**src/rtl/lsbse_pkg.sv**
```systemverilog
// ----------------------------------------------------------------------------
// lsbse_pkg
// Shared types, codes and character mapping for the LSB stego embed/extract
// block.
// ----------------------------------------------------------------------------
package lsbse_pkg;

   localparam int DIM_W       = 10;
   localparam int KEY_W       = 9;
   localparam int BYTE_ADDR_W = 20;
   localparam int ROW_W       = 20;
   localparam int LIN_W       = 22;
   localparam int SYM_W       = 5;
   localparam int POS_W       = 3;

   localparam logic [POS_W-1:0] LAST_BIT = 3'd4;

   localparam logic [DIM_W-1:0] DIM_RESET = 10'd512;

   localparam logic CSR_IMAGE_WIDTH  = 1'b0;
   localparam logic CSR_IMAGE_HEIGHT = 1'b1;

   localparam logic [1:0] CHAN_NONE = 2'd3;

   localparam logic [7:0] CHAR_UPPER_A = 8'h41;
   localparam logic [7:0] CHAR_UPPER_Z = 8'h5A;
   localparam logic [7:0] CHAR_LOWER_A = 8'h61;
   localparam logic [7:0] CHAR_LOWER_Z = 8'h7A;
   localparam logic [7:0] CHAR_SPACE   = 8'h20;
   localparam logic [7:0] CHAR_PERIOD  = 8'h2E;
   localparam logic [7:0] CHAR_COMMA   = 8'h2C;

   localparam logic [SYM_W-1:0] CODE_LAST_LETTER = 5'd25;
   localparam logic [SYM_W-1:0] CODE_SPACE       = 5'd26;
   localparam logic [SYM_W-1:0] CODE_PERIOD      = 5'd27;
   localparam logic [SYM_W-1:0] CODE_OTHER       = 5'd28;

   typedef enum logic [1:0] {
      ACT_WRITE   = 2'd0,
      ACT_READ    = 2'd1,
      ACT_EMBED   = 2'd2,
      ACT_EXTRACT = 2'd3
   } action_type;

   typedef struct packed {
      logic [DIM_W-1:0] eff_width;
      logic [DIM_W-1:0] eff_height;
      logic [LIN_W-1:0] limit;
      logic             settled;
   } geom_type;

   function automatic logic [SYM_W-1:0] code_of_char(input logic [7:0] c);
      logic [7:0] diff;
      diff = c - CHAR_UPPER_A;
      if ((c >= CHAR_UPPER_A && c <= CHAR_UPPER_Z) ||
          (c >= CHAR_LOWER_A && c <= CHAR_LOWER_Z)) begin
         return diff[SYM_W-1:0];
      end else if (c == CHAR_SPACE) begin
         return CODE_SPACE;
      end else if (c == CHAR_PERIOD) begin
         return CODE_PERIOD;
      end
      return CODE_OTHER;
   endfunction

   function automatic logic [7:0] char_of_code(input logic [SYM_W-1:0] n);
      if (n <= CODE_LAST_LETTER) begin
         return CHAR_UPPER_A + {3'b000, n};
      end else if (n == CODE_SPACE) begin
         return CHAR_SPACE;
      end else if (n == CODE_PERIOD) begin
         return CHAR_PERIOD;
      end
      return CHAR_COMMA;
   endfunction

endpackage

```
**src/rtl/lsbse_geom.sv**
```systemverilog
// ----------------------------------------------------------------------------
// lsbse_geom
// Picture size registers, clamped size and registered byte count of the
// picture; flags when the byte count has settled after a write.
// ----------------------------------------------------------------------------
module lsbse_geom #(
   parameter int MAX_WIDTH  = 512,
   parameter int MAX_HEIGHT = 512
) (
   input  logic                    clock,
   input  logic                    reset,
   input  logic                    csr_we,
   input  logic                    csr_index,
   input  logic [lsbse_pkg::DIM_W-1:0] csr_wdata,
   output lsbse_pkg::geom_type     geom
);

   logic [lsbse_pkg::DIM_W-1:0]   width_ff;
   logic [lsbse_pkg::DIM_W-1:0]   height_ff;
   logic [lsbse_pkg::DIM_W-1:0]   eff_width;
   logic [lsbse_pkg::DIM_W-1:0]   eff_height;
   logic [2*lsbse_pkg::DIM_W-1:0] area_in;
   logic [2*lsbse_pkg::DIM_W-1:0] area_ff;
   logic [lsbse_pkg::LIN_W-1:0]   limit_in;
   logic [lsbse_pkg::LIN_W-1:0]   limit_ff;
   logic [1:0]                    settle_ff;

   assign eff_width  = (32'(width_ff) > MAX_WIDTH) ?
                       lsbse_pkg::DIM_W'(MAX_WIDTH) : width_ff;
   assign eff_height = (32'(height_ff) > MAX_HEIGHT) ?
                       lsbse_pkg::DIM_W'(MAX_HEIGHT) : height_ff;

   assign area_in  = eff_width * eff_height;
   assign limit_in = {1'b0, area_ff, 1'b0} + {2'b00, area_ff};

   always_ff @(posedge clock) begin
      if (reset) begin
         width_ff  <= lsbse_pkg::DIM_RESET;
         height_ff <= lsbse_pkg::DIM_RESET;
         settle_ff <= 2'd2;
      end else begin
         if (csr_we) begin
            settle_ff <= 2'd2;
            if (csr_index == lsbse_pkg::CSR_IMAGE_WIDTH) begin
               width_ff <= csr_wdata;
            end else begin
               height_ff <= csr_wdata;
            end
         end else if (settle_ff != 2'd0) begin
            settle_ff <= settle_ff - 2'd1;
         end
      end
      area_ff  <= area_in;
      limit_ff <= limit_in;
   end

   assign geom.eff_width  = eff_width;
   assign geom.eff_height = eff_height;
   assign geom.limit      = limit_ff;
   assign geom.settled    = (settle_ff == 2'd0);

endmodule

```
**config.mk**
```make
export PLATFORM = sky130hd
export DESIGN_NAME = lsbse_geom
export DESIGN_NICKNAME = d
export VERILOG_FILES = /design/src/rtl/lsbse_pkg.sv /design/src/rtl/lsbse_geom.sv
export SDC_FILE = /design/constraint.sdc
export NUM_CORES = 1
export LEC_CHECK = 0
export ABC_AREA = 0
export BUFFER_PORTS_ARGS = -buffer_cell sky130_fd_sc_hd__clkbuf_2
export CORE_MARGIN = 2
export CORE_UTILIZATION = 40
export CTS_CLUSTER_DIAMETER = 30
export CTS_CLUSTER_SIZE = 14
export DETAILED_ROUTE_END_ITERATION = 8
export PLACE_DENSITY = 0.68
export SLEW_MARGIN = 5
export SYNTH_ARGS = -nofsm -noshare
export SYNTH_HDL_FRONTEND = slang
export SYNTH_SLANG_ARGS = --single-unit
```
**constraint.sdc**
```tcl
create_clock -name clock -period 8.2 [get_ports clock]
set_input_delay 0.41 -clock clock [delete_from_list [all_inputs] [get_ports clock]]
set_output_delay 0.41 -clock clock [all_outputs]
set_load 0.05 [all_outputs]
```
==> flow_summary_export.csv <==
group,metric,value,unit
status,outcome,"finished, final reports clean",
yosys,syn-num-nets,846,
yosys,ys.flop_type,"dfxtp_1",
yosys,postSynth.asyncResetShare,0,%
critical_path,cp_slowest_stage_delay,0.54,ns
critical_path,rr_endpoint,"area_ff[19]",
clock_network,clock_sinks,64,
grt,grt_util_all_layers,17.7,%
power_and_ir_drop,cellLeakagePower,3.72,nW
critical_path,crit_type,"reg2reg",
place,dpl_cell_area,6460,um2
grt,number_of_antenna_violations_at_the_first_check_in_global_routing,0,
layout,mostFrequentLayoutCell,"nand2_1",
yosys,seq_area_frac_synth,21.3,%
clock_network,cts_setup_buffers,0,
power_and_ir_drop,sw_frac_of_total,28.3,%
clock_network,cts_made_buffers,9,
routing,detail_route.first_pass.iterations,4,
clock_network,root_buffer,"clkbuf_16",
power_and_ir_drop,seq_power_share,39.5,%
sta,totalNegativeSetupSlack,0,ns
sta,tightest_slew,0.710,ns
power_and_ir_drop,comb_power_share,13.5,%
clock_network,worst_setup_hold_path_clk_slew,0.06,ns
min_path,endpoint_worst_hold,"settle_ff[0]",
critical_path,critPathBufInv,6,
power_and_ir_drop,irDropWorstVdd,152,uV
yosys,ys.warnings.count,0,
clock_network,h_tree_depth,3,
min_path,timing.hold.worst.class,"in2reg",
run,maxCapViolations,0,
layout,layout-drive-gt1-share,11.5,%
sta,fmax_achieved,0.163,GHz
sta,setup_violations_final,0,
critical_path,critical_path_peak_fanout,6,
yosys,synthesis.instances,692,
min_path,hold_depth,2,
critical_path,timing.critical_path.required,8.43,ns
layout,final_core_util,46.4,%
layout,num_antenna_cells,0,
critical_path,critical-path-top-delay-family,"adder cells",
place,placement.io_buffers,56,
layout,layout.filler_cells,1419,
layout,syn_to_final_growth,12.6,%
yosys,post_synth.cell_area_avg,8.68,um2
floorplanning,io_pins,57,
critical_path,timing.reg2reg.worst_path_depth,23,
power_and_ir_drop,net-switching-power,0.000239,W
yosys,postSynthRegisterBits,64,
floorplanning,die_y,127,um
floorplanning,initial_core_util,41.2,%
layout,layout.cells.most_common_list,"nand2_1 (101), inv_1 (98), ha_1 (77), nor2_1 (70), dfxtp_1 (64)",
clock_network,clk_latency,0.35,ns
clock_network,tritoncts_clock_tree,"built",
critical_path,cp-end-kind,"register",
sta,hold_viol,0,
sta,report.final.slew_viol_count,0,
routing,routed_wire_length,13400,um
routing,via_per_inst,5.04,
critical_path,crit_chain,"nor4_1 > nand2_1 > o41ai_1 > nand2_1 > inv_1 > nand2_1 > fa_1 > inv_1 > fa_1 > inv_1 > fa_1 > inv_1 > fa_1 > inv_1 > fa_1 > inv_1 > ha_1 > or2_2 > a211oi_1 > o211ai_1 > a31oi_1 > o21ai_1 > xnor2_1",
routing,drt_iter0_drcs,221,
grt,grt_start_max_net_pins,23,
floorplanning,number_of_cell_rows,44,
clock_network,ctsHoldBuffers,0,
layout,final_area,6760,um2
floorplanning,dieArea,16000,um2
routing,wire_per_inst,14.3,um
sta,finalCriticalPeriod,6.14,ns
sta,timing.final.crit_share,74.9,%
yosys,post_synth_num_cell_types,56,
routing,antenna_left,0,
sta,rsz_0062_raised_after_global_routing,"no",
critical_path,ff2ff_setup_slack,2.06,ns
clock_network,cts-resized-gates,0,
grt,overflow,0,
routing,detail_route.drc_violations,0,
yosys,synthesis.area,6000,um2
critical_path,crit_path_top_delay_cell,"fa_1",
routing,detailroute.via_count,4717,
layout,number_of_nets_in_the_finished_design,900,
grt,global_route_wire_length_before_repair,22400,um
sta,maxSlewHeadroom,52.6,%
floorplanning,core_region_area,14600,um2
critical_path,crit_arrival,6.38,ns
yosys,synth-edff-count,0,
grt,grt_pass1_vias,4669,
critical_path,crit_path_frequent_cell,"inv_1",
power_and_ir_drop,cellInternalPower,0.000604,W
power_and_ir_drop,power_frac_clock,46.9,%
power_and_ir_drop,powerDensity,125,nW/um2
place,dp.final_hpwl,10700,um
clock_network,ctsLongestPathBuffers,2,
critical_path,critical_path.startpoint_type,"register",
critical_path,reg2reg_from,"width_ff[5]",
floorplanning,die_w,127,um
min_path,hold_sp,"csr_we",
sta,fin_skew,0.00978,ns
place,gp_congestion,0.933,
-- synthesized netlist by cell type, drive strengths merged, types with 2 or more instances --
cell type / number / area [um2]
a211o: 6 / 52.6
a211oi: 4 / 35.0
a21o: 17 / 136
a21oi: 45 / 225
a31oi: 4 / 25.0
and2: 9 / 58.8
and3: 3 / 18.8
clkbuf: 12 / 45.0
clkinv: 2 / 7.51
dfxtp: 64 / 1280
fa: 63 / 1260
ha: 77 / 963
inv: 99 / 372
mux2i: 3 / 30.0
nand2: 101 / 379
nand2b: 9 / 56.3
nand3: 5 / 25.0
nand3b: 2 / 15.0
nand4: 3 / 18.8
nor2: 70 / 263
nor2b: 4 / 25.0
nor3: 8 / 40.0
nor4: 3 / 25.0
o211a: 2 / 20.0
o211ai: 6 / 50.1
o21a: 3 / 22.5
o21ai: 12 / 63.8
o31ai: 2 / 20.0
o41ai: 3 / 33.8
or2: 3 / 18.8
or3: 3 / 18.8
xnor2: 22 / 193
xor2: 11 / 96.3
-- final cells by class --
cell class / instances / area [um2] / area share (%)
Clock buffer: 12 / 246 / 3.64
Timing Repair Buffer: 56 / 280 / 4.14
Tap cell: 184 / 230 / 3.40
Sequential cell: 64 / 1280 / 18.9
Clock inverter: 4 / 52.6 / 0.777
Multi-Input combinational cell: 514 / 4290 / 63.5
Inverter: 101 / 379 / 5.60
-- power groups by stage --
stage	clock (W)	combinational (W)	sequential, W
after floorplan	0	0.0000713	0.000355
after global placement	0	0.000113	0.000340
after detailed placement	0	0.000114	0.000340
after CTS	0.000401	0.000115	0.000333
after global routing	0.000417	0.000126	0.000335
final	0.000395	0.000114	0.000333
-- metal layers --
metal | up-vias | share of wire (%) | track usage, %
met5 | - | 0 | 0
met4 | 0 | 2.9 | 6.59
met3 | 32 | 6.6 | 5.40
met2 | 138 | 45 | 28.6
met1 | 2190 | 45 | 22.5
li1 | 2357 | - | -
-- cells by family (layout without fill, tap and decap cells) --
kind of cell    Yosys count  count (layout)  share of synthesized area, %
mux                       3               3                         0.500
buf+inv                 114             173                          7.15
xor+xnor                 33              33                          4.81
compound gates          112             112                          12.6
flops                    64              64                          21.3
fa+ha+maj               140             140                          37.0
simple gates            226             226                          16.5
-- worst max path at each step --
stage,from,endpoint,cells after the start
global route,width_ff[5],area_ff[17],23
detailed placement,width_ff[5],area_ff[19],23
finish,width_ff[5],area_ff[19],23
global placement,width_ff[5],area_ff[19],23
floorplan,width_ff[5],area_ff[18],21
CTS,width_ff[5],area_ff[19],23
-- per-stage QoR --
| stage | worst slack, ns | cells | hold slack [ns] | power, W |
|---|---|---|---|---|
| CTS | 2.05 | 935 | 0.289 | 0.000849 |
| global placement | 2.20 | 919 | 0.363 | 0.000453 |
| detailed placement | 2.03 | 919 | 0.367 | 0.000454 |
| global route | 1.57 | 935 | 0.292 | 0.000877 |
| floorplan | 2.14 | 692 | 0.337 | 0.000426 |
| finish | 2.06 | 935 | 0.291 | 0.000843 |
-- registers in the layout, indices dropped and copies added (netlist names) --
register / cells
width_ff: 10
settle_ff: 2
limit_ff: 22
height_ff: 10
area_ff: 20
Power figures use the tool's default switching activity.
